<file path="src/hdl/brf_pkg.sv">
`default_nettype none
package brf_pkg;

  // Store geometry
  localparam int unsigned DEPTH     = 4096;
  localparam int unsigned ADDR_W    = $clog2(DEPTH);
  localparam int unsigned POS_W     = ADDR_W + 1;
  localparam int unsigned MAX_BURST = 64;
  localparam int unsigned BURST_W   = $clog2(MAX_BURST + 1);

  // Field widths
  localparam int unsigned DATA_W = 8;
  localparam int unsigned CNT_W  = 13;
  localparam int unsigned MODE_W = 3;
  localparam int unsigned WIDE_W = (POS_W > CNT_W) ? POS_W : CNT_W;

  // Stream widths
  localparam int unsigned IN_TDATA_W  = ((DATA_W + CNT_W + 7) / 8) * 8;
  localparam int unsigned IN_TUSER_W  = MODE_W;
  localparam int unsigned OUT_TDATA_W = ((DATA_W + 3 * CNT_W + 7) / 8) * 8;
  localparam int unsigned OUT_TUSER_W = 1;

  // Queues
  localparam int unsigned CQ_DEPTH = 2;
  localparam int unsigned CQ_PTR_W = $clog2(CQ_DEPTH);
  localparam int unsigned CQ_CNT_W = $clog2(CQ_DEPTH + 1);
  localparam int unsigned OQ_DEPTH = 4;
  localparam int unsigned OQ_PTR_W = $clog2(OQ_DEPTH);
  localparam int unsigned OQ_CNT_W = $clog2(OQ_DEPTH + 1);

  typedef enum logic [MODE_W-1:0] {
    MODE_WRITE  = 3'd0,
    MODE_READ   = 3'd1,
    MODE_PEEK   = 3'd2,
    MODE_SKIP   = 3'd3,
    MODE_CLEAR  = 3'd4,
    MODE_STATUS = 3'd5
  } mode_e;

  typedef enum logic [2:0] {
    K_WRITE,
    K_READ,
    K_PEEK,
    K_SKIP,
    K_CLEAR,
    K_STATUS
  } kind_e;

  typedef enum logic {
    ST_IDLE,
    ST_BURST
  } state_e;

  typedef struct packed {
    kind_e             kind;
    logic [DATA_W-1:0] data;
    logic [CNT_W-1:0]  count;
  } cmd_t;

  typedef struct packed {
    logic [DATA_W-1:0] data_out;
    logic              byte_valid;
    logic [CNT_W-1:0]  done_count;
    logic [CNT_W-1:0]  fill_level;
    logic [CNT_W-1:0]  space_left;
    logic              last;
  } res_t;

  typedef struct packed {
    logic valid;
    res_t res;
  } oq_push_t;

endpackage
`default_nettype wire

</file>
<file path="src/hdl/brf_front.sv">
`default_nettype none
module brf_front (
  input  wire logic                              clk_i,
  input  wire logic                              rst_ni,
  input  wire logic                              s_tvalid_i,
  output logic                                   s_tready_o,
  input  wire logic [brf_pkg::IN_TDATA_W-1:0]    s_tdata_i,
  input  wire logic [brf_pkg::IN_TUSER_W-1:0]    s_tuser_i,
  output logic                                   cmd_valid_o,
  output brf_pkg::cmd_t                          cmd_o,
  input  wire logic                              cmd_pop_i
);

  localparam int unsigned DataW = brf_pkg::DATA_W;
  localparam int unsigned CntW  = brf_pkg::CNT_W;
  localparam int unsigned PtrW  = brf_pkg::CQ_PTR_W;
  localparam int unsigned QCntW = brf_pkg::CQ_CNT_W;

  brf_pkg::cmd_t    cmd_in;
  logic [CntW-1:0]  raw_cnt;
  logic [CntW-1:0]  burst_cnt;

  brf_pkg::cmd_t    cq_q [brf_pkg::CQ_DEPTH];
  logic [PtrW-1:0]  wr_ptr_q, wr_ptr_d;
  logic [PtrW-1:0]  rd_ptr_q, rd_ptr_d;
  logic [QCntW-1:0] cnt_q, cnt_d;
  logic             push;

  // Classify the incoming item and clamp burst counts
  assign raw_cnt   = s_tdata_i[DataW +: CntW];
  assign burst_cnt = (raw_cnt > CntW'(brf_pkg::MAX_BURST)) ? CntW'(brf_pkg::MAX_BURST) : raw_cnt;

  always_comb begin
    cmd_in       = '0;
    cmd_in.data  = s_tdata_i[DataW-1:0];
    cmd_in.count = raw_cnt;
    unique case (brf_pkg::mode_e'(s_tuser_i))
      brf_pkg::MODE_WRITE: cmd_in.kind = brf_pkg::K_WRITE;
      brf_pkg::MODE_READ: begin
        cmd_in.kind  = brf_pkg::K_READ;
        cmd_in.count = burst_cnt;
      end
      brf_pkg::MODE_PEEK: begin
        cmd_in.kind  = brf_pkg::K_PEEK;
        cmd_in.count = burst_cnt;
      end
      brf_pkg::MODE_SKIP:  cmd_in.kind = brf_pkg::K_SKIP;
      brf_pkg::MODE_CLEAR: cmd_in.kind = brf_pkg::K_CLEAR;
      default:             cmd_in.kind = brf_pkg::K_STATUS;
    endcase
  end

  // Command queue toward the back end
  assign s_tready_o  = (cnt_q != QCntW'(brf_pkg::CQ_DEPTH));
  assign push        = s_tvalid_i && s_tready_o;
  assign cmd_valid_o = (cnt_q != '0);
  assign cmd_o       = cq_q[rd_ptr_q];

  always_comb begin
    wr_ptr_d = push ? wr_ptr_q + PtrW'(1) : wr_ptr_q;
    rd_ptr_d = cmd_pop_i ? rd_ptr_q + PtrW'(1) : rd_ptr_q;
    cnt_d    = cnt_q + QCntW'(push) - QCntW'(cmd_pop_i);
  end

  always_ff @(posedge clk_i or negedge rst_ni) begin
    if (!rst_ni) begin
      wr_ptr_q <= '0;
      rd_ptr_q <= '0;
      cnt_q    <= '0;
    end else begin
      wr_ptr_q <= wr_ptr_d;
      rd_ptr_q <= rd_ptr_d;
      cnt_q    <= cnt_d;
    end
  end

  always_ff @(posedge clk_i) begin
    if (push) begin
      cq_q[wr_ptr_q] <= cmd_in;
    end
  end

endmodule
`default_nettype wire

</file>
<file path="config.mk">
export PLATFORM = sky130hd
export DESIGN_NAME = brf_front
export DESIGN_NICKNAME = d
export VERILOG_FILES = /design/src/hdl/brf_pkg.sv /design/src/hdl/brf_front.sv
export SDC_FILE = /design/constraint.sdc
export NUM_CORES = 1
export LEC_CHECK = 0
export BUFFER_PORTS_ARGS = -buffer_cell sky130_fd_sc_hd__buf_2
export CAP_MARGIN = 5
export CORE_MARGIN = 2
export CORE_UTILIZATION = 55
export DETAILED_ROUTE_END_ITERATION = 10
export GPL_TIMING_DRIVEN = 0
export PLACE_DENSITY = 0.83
export SLEW_MARGIN = 20
export SYNTH_ARGS = -nofsm -noshare
export SYNTH_HDL_FRONTEND = slang
export SYNTH_SLANG_ARGS = --single-unit
</file>
<file path="constraint.sdc">
create_clock -name clk_i -period 4.4 [get_ports clk_i]
set_input_delay 0 -clock clk_i [delete_from_list [all_inputs] [get_ports clk_i]]
set_output_delay 0 -clock clk_i [all_outputs]
set_load 0.01 [all_outputs]
</file>
Word level (Yosys, flattened, before mapping)
Memory sizes are Yosys's and may differ from the RTL's.
Index checks and enable logic that the tools add are counted.

word-level totals
  flip-flop bits (word level) = 4
  RAM bits = 48
  bits of input ports = 31
  output and inout bits = 26
  memories = 1

memories
  memory  depth  width  rd ports  clocked after Yosys merged registers in  wr ports  line             text
  cq_q    2      24     1         0                                        1         brf_front.sv:23  brf_pkg::cmd_t cq_q [brf_pkg::CQ_DEPTH];

operators by class
  add/subtract/negate cells = 4
  $lt $le $gt $ge = 1
  equality and inequality tests = 5
  muxes and demuxes = 5
  reductions and logical operators = 4

operators by type and width
  operator               count
  $mux W13               2
  $pmux W3 S5            1
  $gt A13 B7 Y1 const B  1
  $eq A3 B2 Y1 const B   2
  $eq A3 B1 Y1 const B   1
  $eq A3 B3 Y1 const B   1
  $logic_not A3 Y1       1
  $add A1 B1 Y1 const B  2
  $add A2 B1 Y2          1
  $mux W1                2
  $ne A2 B2 Y1 const B   1
  $reduce_bool A2 Y1     1
  $reduce_or A2 Y1       1
  $sub A2 B1 Y2          1
  $logic_and A1 B1 Y1    1

Logic depth before layout (Yosys ltp)
  depth after elaboration = 4
  gate-level depth with buffers = 7

Worst setup path after synthesis
Ideal clock, no wire load.

  kind = reg-to-reg
  from = register cnt_q[1]
  to = memory cq_q[0][0] (netlist name) (enable)
  setup time = 0.405 ns
  arrival time = 1.686 ns
  data required time = 3.995 ns
  path slack = 2.309 ns
  stages on the path, launching flop included = 4
  buffers on the path = 0
  period minus slack after synthesis = 2.091 ns
  cell sequence = dfrtp_1 -> nand2b_1 -> nand2_1 -> nor2_1

on the way
  cells in the longest elaborated chain, start to end = 4

ends and longest elaborated chain
  item                           line             text
  from (decl)                    brf_front.sv:26  logic [QCntW-1:0] cnt_q, cnt_d;
  from (signal assigned)         brf_front.sv:73  cnt_q <= cnt_d;
  $ne A2 B2 Y1                   brf_front.sv:54  assign s_tready_o = (cnt_q != QCntW'(brf_pkg::CQ_DEPTH));
  named net s_tready_o           brf_front.sv:6   output logic s_tready_o,
  $logic_and A1 B1 Y1            brf_front.sv:55  assign push = s_tvalid_i && s_tready_o;
  $mux W1                        brf_front.sv:78  if (push) begin
  $mux W1 (not written as such)  brf_front.sv:79  cq_q[wr_ptr_q] <= cmd_in;
  to (decl)                      brf_front.sv:23

The timed path passes the listed nets, and every way through them passes these cells.

Worst setup path after layout
  from = register cnt_q[1]
  to = memory cq_q[0][12] (netlist name) (enable)

on the way
  cells in the longest elaborated chain, start to end = 4

ends and longest elaborated chain
  item                           line
  $ne A2 B2 Y1                   brf_front.sv:54
  $logic_and A1 B1 Y1            brf_front.sv:55
  $mux W1                        brf_front.sv:78
  $mux W1 (not written as such)  brf_front.sv:79

Every way passes these cells.

==> metrics.cfg <==
[outcome]
status=completed

[floorplan]
die-area_sq_um=4350
row_count=22
core_sq_um=3690
chipWidth_microns=66.0
boundaryPins=57
die_h_microns=66.0
start_util_pct=57.3

[sta]
tns_ns=0
maxSlewHeadroom_pct=54.5
period_share_pct=36.6
skew_ns=0.00213
fmax_mhz=621
hold_viol=0
setup_viol=0
report.final.slew_viol_count=0
rsz0062_at_grt=false
tightest_slew_ns=0.680
fin_crit_ns=1.61

[routing]
ant_nets=0
viasPerCell=5.06
dr.pass1.iters=4
via_count=1194
route.detailed.drc=0
wl_per_cell_microns=14.3
wl_microns=3380
drt_iter0_drc=25

[cts]
cts_tree=built
cts_sinks=52
path_clk_slew_ns=0.08
clk_root_buffer_cell=clkbuf_8
clock_latency_ns=0.29
cts_buffer_depth=2
ctsHtreeMaxLevel=2
post_cts_buffers=0
cts-buffers-inserted=5

[grt]
overflow=0
antenna_found_initial=0
grt_pass1_wl_microns=5350
grt.total_usage_pct=17.3
grt_pass1_vias=1214
grt_max_degree=25

[place]
port_buffers=53
gp_congestion=0.781
dpl.hpwl_microns=2300

[yosys]
avgSynthCellArea_sq_um=18.1
mappedNetlistArea_sq_um=2110
ys_seq_area_share_pct=72.9
synthArstFlopShare_pct=7.69
synth_edf_count=48
ys.flop_type=edfxtp_1
ys_seq_elements=52
syn-instance-count=117
ys_types=24
yosysWarnings=0
synth_nets=150

[layout]
antenna_cells=0
final_core_util_pct=72.0
final_nets=220
drive_gt1_share_pct=49.5
areaGrowthSynthToFinish_pct=25.6

[critical_path]
r2r_setup_slack_ns=2.79
worstPathRequired_ns=4.33
crit_type=reg -> reg
start_kind=flop
critical-path-max-stage-delay_ns=0.56
crit_arrival_ns=1.54
slowest_stage=nor2_4
crit_path_end_kind=flop
path_cells=nand2b_1 -> nand2_1 -> nor2_4
path_max_fanout=24

[pwr]
leakagePower_nw=1.02
ir_drop_uv=348
power.density_nw_per_um2=577

[worst_hold_path]
hold_path.class=in -> reg

[job]
cap_violations=0

-- worst paths after layout --
kind                            cells after the start               start                     to
min in group asynchronous                           2              rst_ni   rd_ptr_q$_DFFE_PN0P_
max in group asynchronous                           2              rst_ni     cnt_q[1]$_DFF_PN0_
worst max-delay path                                3  cnt_q[1]$_DFF_PN0_  cq_q[0][12]$_DFFE_PP_
worst min register to register                      1  cnt_q[0]$_DFF_PN0_     cnt_q[0]$_DFF_PN0_
worst min-delay path                                2       s_tdata_i[14]   cq_q[1][6]$_DFFE_PP_
worst max register to register                      3  cnt_q[1]$_DFF_PN0_  cq_q[0][12]$_DFFE_PP_
-- cells in the mapped netlist, drive strengths merged (2+ instances only) --
library cell	number	area share (%)
and2b	4	1.4
buf	3	0.71
dfrtp	4	4.7
edfxtp	48	68
ha	2	1.2
inv	2	0.36
mux2	24	13
nor2	4	0.71
nor2b	5	1.5
nor3b	4	1.4
nor4	2	1.3
or2	2	0.59
xnor2	4	1.7
-- worst max-delay path, delay by kind of cell (launching register included) --
kind,cells,cell delay [ns]
flops,1,0.42
simple gates,3,0.83
-- sequential cells by signal, indices dropped and copies added, names as in the netlist --
name      flops
wr_ptr_q      1
rd_ptr_q      1
cq_q         48
cnt_q         2
-- power breakdown --
part           switching [mW]  internal, mW  total (mW)  leakage (nW)
combinational           0.265         0.241       0.505         0.470
clock                   0.138         0.169       0.307        0.0552
sequential             0.0342         0.685       0.719         0.495
-- routing by layer --
layer  global-route usage, %  part of all wire, %  vias up  wire (microns)
met5                       0                    0        -               0
met2                    29.7                   54       32            1810
li1                        -                    -      585               -
met4                    6.89                 0.59        0              20
met1                    19.8                   41      575            1400
met3                    5.96                  4.3        2             145
-- area by class of cell --
cell class | count | area, sq um
Buffer | 4 | 18.8
Sequential cell | 52 | 1540
Multi-Input combinational cell | 59 | 554
Clock buffer | 6 | 72.6
Inverter | 2 | 7.51
Fill cell | 254 | 1030
Timing Repair Buffer | 63 | 365
Clock inverter | 2 | 35.0
Tap cell | 48 | 60.1
-- what timing repair did --
item,in CTS,in global routing
gates resized for setup,0,0
endpoints found under the hold margin,21,0
hold buffers,10,0
-- logic make-up (layout without fill, tap and decap cells) --
logic type	after synthesis	count (layout)	synth area share, %
compound gates	4	4	2.07
simple gates	24	24	7.70
fa+ha+maj	2	2	1.18
mux	24	24	12.8
flops	52	52	72.9
xor+xnor	5	5	2.07
buf+inv	6	77	1.24
-- stage by stage --
stage | setup WS [ns] | area (sq um) | power (mW) | instances | hold slack, ns
after floorplan | 2.31 | 2110 | 1.05 | 117 | -0.296
after global placement | 1.91 | 2440 | 1.21 | 218 | -0.196
after detailed placement | 2.56 | 2450 | 1.23 | 218 | -0.192
after CTS | 2.54 | 2650 | 1.55 | 236 | 0.00586
after global routing | 2.68 | 2660 | 1.61 | 236 | 0.000765
final | 2.79 | 2660 | 1.53 | 236 | 0.0194
-- layout by cell type (no fill, tap or decap), drive strengths merged --
cell,netlist,layout
clkinv,0,1
nor4,2,2
ha,2,2
nand2b,1,1
nor3b,4,4
a2111oi,1,1
xor2,1,1
inv,2,2
clkbuf,1,7
edfxtp,48,48
and2b,4,4
dlygate4sd3,0,10
nand2,1,1
dfrtp,4,4
nor2,4,4
nor2b,5,5
a211oi,1,1
or2,2,2
mux2,24,24
a311oi,1,1
buf,3,56
bufinv,0,1
and3,1,1
xnor2,4,4
a21o,1,1
Note: power is estimated with default switching activity, not from simulation.
