[config.mk]
export PLATFORM = sky130hd
export DESIGN_NAME = brf_out_queue
export DESIGN_NICKNAME = d
export VERILOG_FILES = /design/src/hdl/brf_pkg.sv /design/src/hdl/brf_out_queue.sv
export SDC_FILE = /design/constraint.sdc
export NUM_CORES = 1
export LEC_CHECK = 0
export ABC_AREA = 0
export BUFFER_PORTS_ARGS = -buffer_cell sky130_fd_sc_hd__buf_4
export CAP_MARGIN = 20
export CELL_PAD_IN_SITES_DETAIL_PLACEMENT = 0
export CELL_PAD_IN_SITES_GLOBAL_PLACEMENT = 1
export CORE_ASPECT_RATIO = 2
export CORE_UTILIZATION = 35
export DETAILED_ROUTE_END_ITERATION = 16
export PLACE_DENSITY_LB_ADDON = 0.1
export SKIP_CTS_REPAIR_TIMING = 1
export SLEW_MARGIN = 30
export SYNTH_ARGS = -nofsm -noshare
export SYNTH_HDL_FRONTEND = slang
export SYNTH_SLANG_ARGS = --single-unit
[constraint.sdc]
create_clock -name clk_i -period 3 [get_ports clk_i]
set_input_delay 0.15 -clock clk_i [delete_from_list [all_inputs] [get_ports clk_i]]
set_output_delay 0.15 -clock clk_i [all_outputs]
set_load 0.01 [all_outputs]
[src/hdl/brf_pkg.sv]
`default_nettype none
package brf_pkg;

  // Store geometry
  localparam int unsigned DEPTH     = 4096;
  localparam int unsigned ADDR_W    = $clog2(DEPTH);
  localparam int unsigned POS_W     = ADDR_W + 1;
  localparam int unsigned MAX_BURST = 64;
  localparam int unsigned BURST_W   = $clog2(MAX_BURST + 1);

  // Field widths
  localparam int unsigned DATA_W = 8;
  localparam int unsigned CNT_W  = 13;
  localparam int unsigned MODE_W = 3;
  localparam int unsigned WIDE_W = (POS_W > CNT_W) ? POS_W : CNT_W;

  // Stream widths
  localparam int unsigned IN_TDATA_W  = ((DATA_W + CNT_W + 7) / 8) * 8;
  localparam int unsigned IN_TUSER_W  = MODE_W;
  localparam int unsigned OUT_TDATA_W = ((DATA_W + 3 * CNT_W + 7) / 8) * 8;
  localparam int unsigned OUT_TUSER_W = 1;

  // Queues
  localparam int unsigned CQ_DEPTH = 2;
  localparam int unsigned CQ_PTR_W = $clog2(CQ_DEPTH);
  localparam int unsigned CQ_CNT_W = $clog2(CQ_DEPTH + 1);
  localparam int unsigned OQ_DEPTH = 4;
  localparam int unsigned OQ_PTR_W = $clog2(OQ_DEPTH);
  localparam int unsigned OQ_CNT_W = $clog2(OQ_DEPTH + 1);

  typedef enum logic [MODE_W-1:0] {
    MODE_WRITE  = 3'd0,
    MODE_READ   = 3'd1,
    MODE_PEEK   = 3'd2,
    MODE_SKIP   = 3'd3,
    MODE_CLEAR  = 3'd4,
    MODE_STATUS = 3'd5
  } mode_e;

  typedef enum logic [2:0] {
    K_WRITE,
    K_READ,
    K_PEEK,
    K_SKIP,
    K_CLEAR,
    K_STATUS
  } kind_e;

  typedef enum logic {
    ST_IDLE,
    ST_BURST
  } state_e;

  typedef struct packed {
    kind_e             kind;
    logic [DATA_W-1:0] data;
    logic [CNT_W-1:0]  count;
  } cmd_t;

  typedef struct packed {
    logic [DATA_W-1:0] data_out;
    logic              byte_valid;
    logic [CNT_W-1:0]  done_count;
    logic [CNT_W-1:0]  fill_level;
    logic [CNT_W-1:0]  space_left;
    logic              last;
  } res_t;

  typedef struct packed {
    logic valid;
    res_t res;
  } oq_push_t;

endpackage
`default_nettype wire

[src/hdl/brf_out_queue.sv]
`default_nettype none
module brf_out_queue (
  input  wire logic                              clk_i,
  input  wire logic                              rst_ni,
  input  wire brf_pkg::oq_push_t                 push_i,
  output logic [brf_pkg::OQ_CNT_W-1:0]           cnt_o,
  output logic                                   m_tvalid_o,
  input  wire logic                              m_tready_i,
  output logic [brf_pkg::OUT_TDATA_W-1:0]        m_tdata_o,
  output logic [brf_pkg::OUT_TUSER_W-1:0]        m_tuser_o,
  output logic                                   m_tlast_o
);

  localparam int unsigned PtrW   = brf_pkg::OQ_PTR_W;
  localparam int unsigned QCntW  = brf_pkg::OQ_CNT_W;
  localparam int unsigned TdataW = brf_pkg::OUT_TDATA_W;
  localparam int unsigned TuserW = brf_pkg::OUT_TUSER_W;

  brf_pkg::res_t    oq_q [brf_pkg::OQ_DEPTH];
  brf_pkg::res_t    head;
  logic [PtrW-1:0]  wr_ptr_q, wr_ptr_d;
  logic [PtrW-1:0]  rd_ptr_q, rd_ptr_d;
  logic [QCntW-1:0] cnt_q, cnt_d;
  logic             pop;

  // Present the head item
  assign head       = oq_q[rd_ptr_q];
  assign m_tvalid_o = (cnt_q != '0);
  assign m_tdata_o  = TdataW'({head.space_left, head.fill_level, head.done_count, head.data_out});
  assign m_tuser_o  = TuserW'(head.byte_valid);
  assign m_tlast_o  = head.last;
  assign cnt_o      = cnt_q;
  assign pop        = m_tvalid_o && m_tready_i;

  // Advance pointers
  always_comb begin
    wr_ptr_d = push_i.valid ? wr_ptr_q + PtrW'(1) : wr_ptr_q;
    rd_ptr_d = pop ? rd_ptr_q + PtrW'(1) : rd_ptr_q;
    cnt_d    = cnt_q + QCntW'(push_i.valid) - QCntW'(pop);
  end

  always_ff @(posedge clk_i or negedge rst_ni) begin
    if (!rst_ni) begin
      wr_ptr_q <= '0;
      rd_ptr_q <= '0;
      cnt_q    <= '0;
    end else begin
      wr_ptr_q <= wr_ptr_d;
      rd_ptr_q <= rd_ptr_d;
      cnt_q    <= cnt_d;
    end
  end

  always_ff @(posedge clk_i) begin
    if (push_i.valid) begin
      oq_q[wr_ptr_q] <= push_i.res;
    end
  end

endmodule
`default_nettype wire
After elaboration in Yosys (flattened, before gate mapping) --
Memories as Yosys holds them, arrays and structs flattened. Index checks and enable logic that the tools add are counted.
Cells by class: $add $sub $neg 4, multiply operators 0, divide/modulo/power cells 0, magnitude comparators 0, equal/unequal tests 0, shift operators 0, mux-type cells 2, bitwise logic cells 0, reduce and logical (&&, ||, !) cells 2
Operators by type and width (count):
- $add 2x1->2 const B | 2
- $add 3x1->3 | 1
- $reduce_bool 3->1 | 1
- $sub 3x1->3 | 1
- $mux 1 | 2
- $logic_and 1x1->1 | 1
Storage, ports and cells: register bits after elaboration 7, latch bits 0, memory bits (writable) 196, ROM bits 0, bits of input ports 53, output and inout port bits 54, logic and storage cells 12, memories 1
Memories:
- oq_q | words 4, bits a word 49, read ports 1, clocked after memory_dff 0, write ports 1, line brf_out_queue.sv:19 | brf_pkg::res_t oq_q [brf_pkg::OQ_DEPTH];

Depth between registers and ports, before layout --
Gate-level depths: netlist of the first run.
word-level depth 3, depth in mapped cells 7, mapped depth without buffers 7

Worst setup path before layout of the first run --
Ideal clock, no wire load.
path type register to register, start register wr_ptr_q[0], end memory oq_q[0][0] (netlist name) (enable), library setup time 411 ps, arrival 1791 ps, required time 2589 ps, path slack 798 ps, stages on the path, launching flop included 4, path buffers 0, clock period less this slack 2202 ps, path through dfrtp_1 > inv_1 > ha_1 > and2_1
RTL lines:
- from (decl) | line brf_out_queue.sv:21 | logic [PtrW-1:0] wr_ptr_q, wr_ptr_d;
- from (signal assigned) | line brf_out_queue.sv:48 | wr_ptr_q <= wr_ptr_d;
- to (decl) | line brf_out_queue.sv:19
Straight into the memory's write port.

Worst setup path in the final report of the first run --
start register rd_ptr_q[0], end output m_tdata_o[31] (netlist name)
Between the ends: longest elaborated chain between the ends 1
RTL lines:
- from (decl) | line brf_out_queue.sv:22 | logic [PtrW-1:0] rd_ptr_q, rd_ptr_d;
- from (signal assigned) | line brf_out_queue.sv:49 | rd_ptr_q <= rd_ptr_d;
- $mem_v2 4x49
- to (decl) | line brf_out_queue.sv:9 | output logic [brf_pkg::OUT_TDATA_W-1:0] m_tdata_o,
No other way between the ends.

==> results of run 1 <==
critical path, stage by stage (launching register included):
cell	delay, ns
dfrtp_4	0.79
buf_4	0.35
mux4_2	0.55
buf_4	0.16
per-stage QoR:
stage / worst slack [ns] / utilization [%]
2_1_floorplan: 0.7980 / -
3_3_place_gp: 0.9359 / 41.29
3_5_place_dp: 0.9238 / 41.29
4_1_cts: 0.4070 / 44.10
5_1_grt: 0.3312 / 46.52
6_report: 0.5068 / 46.52
where the power goes:
part / leakage [uW] / switching [uW] / internal [uW]
Clock: 0.000292 / 975 / 1330
Combinational: 0.00123 / 1280 / 1510
Sequential: 0.00188 / 319 / 3720
layout make-up:
class                      count  area (um^2)  share of cell area, %
clock buffer                  22        486.7                  4.977
clock inverter                11        103.9                  1.062
inverter                       6        22.52                 0.2303
multi-input combinational     71         1313                  13.42
sequential                   203         6066                  62.03
tap                          269        336.6                  3.442
timing repair buffer         168         1451                  14.84
flip-flops by register name, indices dropped and copies added (netlist names):
name,count
cnt_o,3
wr_ptr_q,2
rd_ptr_q,2
oq_q,196
cell usage in the layout, fill, tap and decap left out:
cell type      count
and2_2             4
buf_12             5
buf_4            112
bufinv_16          2
clkbuf_1           3
clkbuf_16         19
clkinv_1           4
clkinv_2           4
clkinv_4           1
conb_1             1
dfrtp_1            5
dfrtp_2            1
dfrtp_4            1
dlygate4sd3_1     51
edfxtp_1         196
fa_1               1
ha_1               6
inv_1              6
mux4_1             1
mux4_2            48
nand2_1            1
o21ai_0            1
o311ai_0           1
o31a_1             1
or3_1              1
xnor2_1            3
xor2_1             2
worst max path at each step:
stage	startpoint	end	slack, ns	cells after the start
3_3_place_gp	rd_ptr_q[0]	m_tdata_o[31]	0.94	3
4_1_cts	rd_ptr_q[0]	m_tdata_o[10]	0.41	3
2_1_floorplan	wr_ptr_q[0]	oq_q[0][0]	0.80	3
3_5_place_dp	rd_ptr_q[0]	m_tdata_o[31]	0.92	3
6_report	rd_ptr_q[0]	m_tdata_o[31]	0.51	3
5_1_grt	rd_ptr_q[0]	m_tdata_o[10]	0.33	3
cells by family after synthesis:
logic type / count (synthesis) / share of synthesized area, %
adders and majority gates: 7 / 1.261
muxes: 49 / 14.69
other: 1 / 0.04974
AOI/OAI and AO/OA: 3 / 0.2987
xor gates and xnor gates: 5 / 0.5810
DFF: 203 / 80.40
and+or+nand+nor: 6 / 0.4647
buffers and inverters: 19 / 2.257
per-layer routing:
| metal | track usage [%] | up-vias | wire length, um |
|---|---|---|---|
| li1 | - | 1582 | - |
| met1 | 15.58 | 1835 | 5664 |
| met2 | 26.17 | 74 | 8423 |
| met3 | 3.199 | 22 | 676 |
| met4 | 4.406 | 0 | 325 |
| met5 | 0 | - | 0 |
==> results.md, run 1 <==
* Length in cells of the worst reg-to-reg path at 7
* Final number of setup-violating endpoints at 0
* Bufs on Longest Clock Path at 3
* Proportion of synthesized chip area in sequential cells at 80.40%
* Slack of the worst reg-to-reg path at 0.96 ns
* Full die area at 22,170 um^2
* Worst-case hold slack at 0.006493 ns
* Max cap viols at 0
* Post-synth top cells: edfxtp_1 (196), mux4_2 (48), dfrtp_1 (7)
* Pwr Total at 9136 uW
* Count of placed standard cells in the final layout, fillers left out at 750
* Number of port buffers at 105
* NumNets Final at 529
* Share of cells above drive strength 1 at 40.96%
* Category of the worst setup path launch point: flip-flop
* Final worst path period need at 2.493 ns
* Cell area after synthesis at 7538 um^2
* Critical Path Sink Type: output pin
* Detailed Route WL at 15,090 um
* Maximum achievable frequency at 0.4011 GHz
* Initial antenna violation count at 0
* Cts bufs inserted at 19
* Status: completed
* Die height at 209.6 um
* Startpoint of the most critical register-to-register path: cnt_o[1]
* Finished layout cell area at 9779 um^2
* HPWL after detailed placement at 9490 um
* Top-area cell type share of the netlist area at 78.07%
* Core Box Area at 21,020 um^2
* Number of placed I/O pins at 107
* Number of sinks driven by the clock tree at 203
* Largest fanout on the critical path at 27
* Terminating pin of the worst hold path: rd_ptr_q[1]
* Total grt overflow at 0
* Actual slew at the worst max-slew pin at 0.6896 ns
* Synthesized instance count at 293
* Worst-skew pair later-pin latency at 0.47 ns
* H-tree levels at 1
* Area added between synthesis and finish at 29.73%
* EDFF count, synth at 196
* First-pass GRT wire length at 22,980 um
* Average wire length per cell after detail routing at 20.12 um
* Hold path start: m_tready_i
* Hold WC Path Type: input port to flip-flop
* Final Slew Violations at 0
* Total of fill cells in the finished design at 1,837
* Standard cell area after detailed placement at 8678 um^2
* RSZ-0062 raised after global routing: no
* Total negative slack for setup checks at 0 ns
* Setup CP Type: flip-flop to output pin
* Tcrit/Tclk final at 83.11%
* Routability Congestion at 0.6744
* CP required at 2.85 ns
* Horiz. Die Dim at 105.8 um
* Worst hold stages at 3
* Leakage power summed over all cells at 0.003407 uW
* Clock root buffer: clkbuf_16
* Vias in the first global route at 3,806
* TritonCTS clock tree: built
* Async set-or-reset flop fraction in the synthesized netlist at 3.448%
* Post-Syn Nets at 353
* Number of iterations in the first detailed-routing pass at 4
* Number of vias in the routed layout at 3,513
* Pwr dens at 934.2 nW/um^2
* Overall track demand over capacity in global routing at 14.03%
* Synth area leaders: edfxtp_1 (78%), mux4_2 (14%), dfrtp_1 (2.3%)
* Endpoint of the worst-slack reg-to-reg timing path: cnt_o[2]
* Inserted Diodes at 0
* Largest area contributor in the synthesized netlist: edfxtp_1
* Worst endpoint data arrival time at 2.34 ns
* Detailed router's first-iteration violation count at 110
* Number of distinct library cell variants in the gate-level netlist after synthesis at 21
* Via count normalized by instance count at 4.684
* Starting density of the core at 35.86%
* Count of placed standard cells including taps at 666
* Mean instance size in the synthesized netlist at 25.73 um^2
* Most repeated cell in the gate-level netlist after synthesis: edfxtp_1
* Register bit total from synthesis at 203
* Clock Skews at 0.004525 ns
* Worst slew slack as a fraction of its limit at 54.03%
* Remaining DRCs at 0
* Predominant post-synthesis flop cell: edfxtp_1
* # rows at 75
* Clock-pin slew of the registers on the worst-case setup and hold paths at 0.06 ns
* Hold violation total from the final report at 0
* Post-route antenna net violation count at 0
* Warnings from Yosys at 0
* Maximum ir drop on the vdd rail at 0.0004955 V
* Largest net degree at the start of global routing at 28
Power figures use the tool's default switching activity.
==> run 2: changes to the inputs <==
--- a/config.mk
+++ b/config.mk
@@ -5,7 +5,7 @@
 export SDC_FILE = /design/constraint.sdc
 export NUM_CORES = 1
 export LEC_CHECK = 0
-export ABC_AREA = 0
+export ABC_AREA = 1
 export BUFFER_PORTS_ARGS = -buffer_cell sky130_fd_sc_hd__buf_4
 export CAP_MARGIN = 20
 export CELL_PAD_IN_SITES_DETAIL_PLACEMENT = 0
==> constraint.sdc (replaced) <==
create_clock -name clk_i -period 2.4 [get_ports clk_i]
set_input_delay 0.12 -clock clk_i [delete_from_list [all_inputs] [get_ports clk_i]]
set_output_delay 0.12 -clock clk_i [all_outputs]
set_load 0.01 [all_outputs]
==> results.md, run 2 <==
* Status: completed
* Hold violation total from the final report at 0 (unchanged)
* TritonCTS clock tree: built
* Vias in the first global route at 5,087 (+34%)
* Most repeated cell in the gate-level netlist after synthesis: edfxtp_1
* Critical Path Sink Type: output pin
* Routability Congestion at 0.6818 (+1.1%)
* Most common library cell in the layout ignoring fill and taps: edfxtp_1
* Area share of xor/xnor cells in the synthesized design at 0.3249% (-0.26 points)
* H-tree levels at 1 (unchanged)
* Worst-skew pair later-pin latency at 0.48 ns (about the same)
* Largest family of logic cells by synthesized area: simple AND/OR/NAND/NOR gates
* CP required at 2.28 ns (-0.57 ns)
* Maximum ir drop on the vdd rail at 0.0008061 V (+63%)
* Endpoint of the worst-slack reg-to-reg timing path: cnt_o[2]
* Share of cells above drive strength 1 at 17.12% (-24 points)
* Starting density of the core at 35.72% (-0.14 points)
* Cell area after synthesis at 8088 um^2 (+7.3%)
* Worst slew slack as a fraction of its limit at 59.00% (+5.0 points)
* NumNets Final at 890 (+68%)
* Core Box Area at 22,640 um^2 (+7.7%)
* Clock Skews at 0.008215 ns (+0.003690 ns)
* Via count normalized by instance count at 4.641 (-0.91%)
* Hold path start: push_i[40]
* Largest area contributor in the synthesized netlist: edfxtp_1
* Largest net degree at the start of global routing at 150 (+440%)
* Final worst path period need at 2.098 ns
* Initial antenna violation count at 0 (unchanged)
* Register bit total from synthesis at 203 (unchanged)
* Startpoint of the most critical register-to-register path: cnt_o[1]
* HPWL after detailed placement at 9743 um (+2.7%)
* Mean instance size in the synthesized netlist at 12.00 um^2 (-53%)
* Number of vias in the routed layout at 5,203 (+48%)
* Length in cells of the worst reg-to-reg path at 11 (+4)
* Combined area of the multi-input logic cells at 1614 um^2 (+23%)
* Die height at 217.0 um (+3.5%)
* Highest-count cells in the layout ignoring fill and taps: edfxtp_1 (196), nand2_1 (163), buf_4 (108), nor2_1 (99), o21ai_0 (90)
* Count of placed standard cells in the final layout, fillers left out at 1,121 (+49%)
* Area added between synthesis and finish at 27.43%
* Predominant post-synthesis flop cell: edfxtp_1
* Async set-or-reset flop fraction in the synthesized netlist at 3.448% (unchanged)
* Leakage power summed over all cells at 0.004144 uW (+22%)
* Number of placed I/O pins at 107 (unchanged)
* Total grt overflow at 0 (unchanged)
* Category of the worst setup path launch point: flip-flop
* # rows at 78 (+4.0%)
* Synthesized instance count at 674 (+130%)
* Detailed Route WL at 17,550 um (+16%)
* Average wire length per cell after detail routing at 15.66 um (-22%)
* Compound-gate portion of the synthesized area at 6.126% (+5.8 points)
* EDFF count, synth at 196 (unchanged)
* Inserted Diodes at 0 (unchanged)
* Tcrit/Tclk final at 87.43%
* Post-Syn Nets at 734 (+110%)
* Terminating pin of the worst hold path: oq_q[3][40]
* Detailed router's first-iteration violation count at 218 (+98%)
* Total negative slack for setup checks at 0 ns (unchanged)
* Post-route antenna net violation count at 0 (unchanged)
* Maximum achievable frequency at 0.4766 GHz
* Standard cell area after detailed placement at 9221 um^2 (+6.3%)
* Number of iterations in the first detailed-routing pass at 4 (unchanged)
* Remaining DRCs at 0 (unchanged)
* Horiz. Die Dim at 109.5 um (+3.5%)
* Number of distinct library cell variants in the gate-level netlist after synthesis at 19 (-9.5%)
* Mux contribution to synthesized area at 0% (-15 points)
* Clock root buffer: clkbuf_16
* Warnings from Yosys at 0 (unchanged)
* Clock-pin slew of the registers on the worst-case setup and hold paths at 0.06 ns (about the same)
* Bufs on Longest Clock Path at 3 (unchanged)
* Count of placed standard cells including taps at 1,036 (+56%)
* RSZ-0062 raised after global routing: no
* Synth area leaders: edfxtp_1 (73%), nand2_1 (7.6%), o21ai_0 (5.6%)
* Actual slew at the worst max-slew pin at 0.6151 ns (-0.07454 ns)
* Final number of setup-violating endpoints at 0 (unchanged)
* Overall track demand over capacity in global routing at 15.01% (+0.98 points)
* Worst endpoint data arrival time at 1.98 ns (-0.36 ns)
* Largest fanout on the critical path at 149 (+450%)
* Register containing the most flip-flops in the final layout: oq_q
* Worst hold stages at 2 (-1)
* Max cap viols at 0 (unchanged)
* Adder-cell share of the synthesized area at 1.176% (-0.086 points)
* Fraction of the mapped netlist area in simple logic gates at 12.28% (+12 points)
* Post-synth top cells: edfxtp_1 (196), nand2_1 (163), nor2_1 (99)
* Total of fill cells in the finished design at 2,079 (+13%)
* Number of sinks driven by the clock tree at 203 (unchanged)
* Flip-flop count of the largest register after layout at 196 (unchanged)
* Number of port buffers at 105 (unchanged)
* Cts bufs inserted at 19 (unchanged)
* Top-area cell type share of the netlist area at 72.77% (-5.3 points)
* First-pass GRT wire length at 26,740 um (+16%)
* Sequential cell area at 6065 um^2 (about the same)
* Final Slew Violations at 0 (unchanged)
* Proportion of synthesized chip area in sequential cells at 74.94% (-5.5 points)
* Finished layout cell area at 10,310 um^2 (+5.4%)
* Hold WC Path Type: input port to flip-flop
* Slack of the worst reg-to-reg path at 0.31 ns (-0.65 ns)
* Pwr dens at 1171 nW/um^2 (+25%)
* Full die area at 23,760 um^2 (+7.2%)
* Setup CP Type: flip-flop to output pin
## run 2: changes by cell type after synthesis, moves of 5 or more
cell,previous run,this run
mux4_2,48,0
buf_12,5,0
buf_1,0,5
nand2_1,1,163
inv_1,6,63
o21ai_0,1,90
nor2_1,0,99
o21ai_1,0,9
clkbuf_1,1,14
## run 2: worst max-delay path, cell delays in order (launching register included)
cell and delay (ns):
dfrtp_4 0.43, buf_12 0.47, o21ai_0 0.20, nand2_1 0.09, nand2_1 0.10, buf_4 0.16
## run 2: cell type report
cell class                      instances  share of cell area [%]
Clock buffer                           20                   4.650
Clock inverter                         12                  0.7163
Inverter                               64                   2.355
Multi-Input combinational cell        374                   15.66
Sequential cell                       203                   58.84
Tap cell                              280                   3.399
Timing Repair Buffer                  168                   14.37
## run 2: through the flow
stage / setup WS (ns) / hold WS, ns / total power [uW] / utilization [%]
after detailed placement: 0.3054 / -0.05978 / 9471 / 40.73
after CTS: 0.05848 / -0.5784 / 12250 / 43.17
final: 0.3016 / 0.3874 / 12070 / 45.52
after global routing: 0.08549 / 0.3728 / 12910 / 45.52
after floorplan: 0.3636 / -0.1756 / 7424 / -
after global placement: 0.3949 / -0.06105 / 9353 / 40.73
## run 2: power by group
part	leakage [uW]	internal, uW	switching [uW]
Combinational	0.00199	1750	2760
Clock	0.000271	1540	1200
Sequential	0.00188	4650	179
## run 2: worst max-delay path by stage
stage          slack (ns)        start  cells after the start       endpoint
2_1_floorplan        0.36  wr_ptr_q[0]                      4     oq_q[0][0]
3_3_place_gp         0.39     cnt_o[1]                     11       cnt_o[2]
3_5_place_dp         0.31     cnt_o[1]                     11       cnt_o[2]
4_1_cts              0.06  rd_ptr_q[1]                      6  m_tdata_o[45]
5_1_grt              0.09  rd_ptr_q[0]                      6  m_tdata_o[18]
6_report             0.30  rd_ptr_q[0]                      5  m_tdata_o[45]
## run 2: kinds of logic (layout without fill, tap and decap cells)
kind of cell	Yosys count	count (layout)
XOR/XNOR	3	3
AO/OA/AOI/OAI	99	99
AND/OR/NAND/NOR	264	264
buffers and inverters	97	264
flip-flops	203	203
other	1	1
adder cells (fa/ha/maj)	7	7
## run 2: per-layer routing
| metal | vias to the layer above | global-route usage [%] | part of all wire [%] |
|---|---|---|---|
| met4 | 0 | 4.622 | 2.0 |
| li1 | 2551 | - | - |
| met2 | 109 | 28.76 | 55 |
| met3 | 24 | 2.636 | 4.6 |
| met1 | 2519 | 16.17 | 39 |
| met5 | - | 0 | 0 |
==> run 3: changes to the inputs <==
--- a/config.mk
+++ b/config.mk
@@ -11,9 +11,9 @@
 export CELL_PAD_IN_SITES_DETAIL_PLACEMENT = 0
 export CELL_PAD_IN_SITES_GLOBAL_PLACEMENT = 1
 export CORE_ASPECT_RATIO = 2
-export CORE_UTILIZATION = 35
+export CORE_UTILIZATION = 46
 export DETAILED_ROUTE_END_ITERATION = 16
-export PLACE_DENSITY_LB_ADDON = 0.1
+export PLACE_DENSITY_LB_ADDON = 0.25
 export SKIP_CTS_REPAIR_TIMING = 1
 export SLEW_MARGIN = 30
 export SYNTH_ARGS = -nofsm -noshare
==> results.md, run 3 (synthesis gave the netlist of run 2 again) <==
* Pwr dens at 1193 nW/um^2 (+1.8%)
* Area added between synthesis and finish at 26.95%
* Inserted Diodes at 0 (unchanged)
* Hold violation total from the final report at 0 (unchanged)
* HPWL after detailed placement at 9656 um (-0.90%)
* Overall track demand over capacity in global routing at 18.29% (+3.3 points)
* Number of vias in the routed layout at 5,193 (-0.19%)
* Core Box Area at 17,270 um^2 (-24%)
* Worst-skew pair later-pin latency at 0.47 ns (about the same)
* Share of cells above drive strength 1 at 17.75% (+0.63 points)
* Routability Congestion at 0.7980 (+17%)
* Cts bufs inserted at 18 (-1)
* Register containing the most flip-flops in the final layout: oq_q
* Status: completed
* Clock root buffer: clkbuf_16
* Detailed router's first-iteration violation count at 239 (+9.6%)
* Most common library cell in the layout ignoring fill and taps: edfxtp_1
* Vias in the first global route at 5,051 (-0.71%)
* Maximum ir drop on the vdd rail at 0.0007635 V (-5.3%)
* Largest fanout on the critical path at 21 (-86%)
* Remaining DRCs at 0 (unchanged)
* Number of iterations in the first detailed-routing pass at 4 (unchanged)
* TritonCTS clock tree: built
* Critical Path Sink Type: output pin
* Hold WC Path Type: input port to flip-flop
* Setup CP Type: flip-flop to output pin
* Average wire length per cell after detail routing at 15.57 um (-0.57%)
* Die height at 189.5 um (-13%)
* Leakage power summed over all cells at 0.004179 uW (+0.84%)
* Category of the worst setup path launch point: flip-flop
* # rows at 68 (-13%)
* Max cap viols at 0 (unchanged)
* Final Slew Violations at 0 (unchanged)
* Via count normalized by instance count at 4.922 (+6.1%)
* Detailed Route WL at 16,430 um (-6.4%)
* Number of sinks driven by the clock tree at 203 (unchanged)
* Number of placed I/O pins at 107 (unchanged)
* Initial antenna violation count at 0 (unchanged)
* Final worst path period need at 2.194 ns (+0.09530 ns)
* Starting density of the core at 46.83% (+11 points)
* Number of port buffers at 105 (unchanged)
* Clock-pin slew of the registers on the worst-case setup and hold paths at 0.06 ns (about the same)
* Final number of setup-violating endpoints at 0 (unchanged)
* Bufs on Longest Clock Path at 3 (unchanged)
* Finished layout cell area at 10,270 um^2 (-0.38%)
* Total grt overflow at 0 (unchanged)
* Clock Skews at 0.005846 ns (-0.002368 ns)
* Post-route antenna net violation count at 0 (unchanged)
* H-tree levels at 1 (unchanged)
* Worst endpoint data arrival time at 2.07 ns (+0.09 ns)
* Maximum achievable frequency at 0.4559 GHz (-4.3%)
* Highest-count cells in the layout ignoring fill and taps: edfxtp_1 (196), nand2_1 (163), buf_4 (114), nor2_1 (99), o21ai_0 (90)
* Horiz. Die Dim at 95.76 um (-13%)
* Flip-flop count of the largest register after layout at 196 (unchanged)
* RSZ-0062 raised after global routing: no
* Largest net degree at the start of global routing at 62 (-59%)
* Total negative slack for setup checks at 0 ns (unchanged)
* Standard cell area after detailed placement at 9126 um^2 (-1.0%)
* Full die area at 18,150 um^2 (-24%)
* CP required at 2.28 ns (about the same)
* NumNets Final at 893 (+0.34%)
* First-pass GRT wire length at 25,170 um (-5.9%)
* Tcrit/Tclk final at 91.40% (+4.0 points)
[run 3: cell types whose count changed in the layout (fill, tap and decap cells not counted), sizes merged]
cell | before | now
clkinv | 11 | 5
clkbuf | 20 | 24
bufinv | 1 | 3
buf | 115 | 119
[run 3: critical path, cell delays in order, from the launching register on]
cell and delay, ns:
dfrtp_4 0.59, inv_2 0.37, buf_4 0.28, o21ai_0 0.12
nand2_1 0.10, buf_4 0.13
[run 3: final timing paths]
kind / startpoint / to / depth (start not counted) / slack, ns
setup / recovery: rd_ptr_q[0] / m_tdata_o[38] / 5 / 0.21
hold / removal: push_i[47] / oq_q[3][47] / 2 / 0.39
setup reg to reg: cnt_o[1] / cnt_o[2] / 11 / 0.33
hold reg to reg: cnt_o[1] / cnt_o[2] / 2 / 0.53
max in group asynchronous: rst_ni / rd_ptr_q[0] / 3 / 1.52
min in group asynchronous: rst_ni / rd_ptr_q[0] / 3 / 0.60
[run 3: layout make-up]
cell class              count  area, um^2
fillers                  1387        7004
flip-flops and latches    203        6065
multi-input cells         374        1614
repair buffers            172        1478
clock buffers              24       494.2
well taps                 210       262.8
inverters                  64       242.7
clock inverters             8       111.4
[run 3: stage by stage]
stage,hold slack [ns],util [%],std cells,power (uW),setup WS (ns)
floorplan,-0.1756,-,674,7424,0.3636
global placement,-0.06540,52.84,970,9203,0.3996
detailed placement,-0.06121,52.84,970,9352,0.3263
CTS,-0.5699,56.35,1002,12330,0.06649
global route,0.3817,59.45,1055,13010,0.09329
finish,0.3873,59.45,1055,12250,0.2063
[run 3: metal layers]
layer	up-vias	GRT usage (%)	part of all wire [%]
li1	2562	-	-
met5	-	0	0
met4	0	7.003	2.6
met1	2480	20.03	39
met3	30	3.012	3.9
met2	121	34.09	54
[run 3: report_power, final]
| group | total (uW) | switching [uW] | leakage [uW] | internal [uW] |
|---|---|---|---|---|
| clock | 2960 | 1190 | 0.000295 | 1770 |
| sequential | 4880 | 233 | 0.00188 | 4650 |
| combinational | 4410 | 2670 | 0.00200 | 1730 |
| total | 12200 | 4100 | 0.00418 | 8150 |
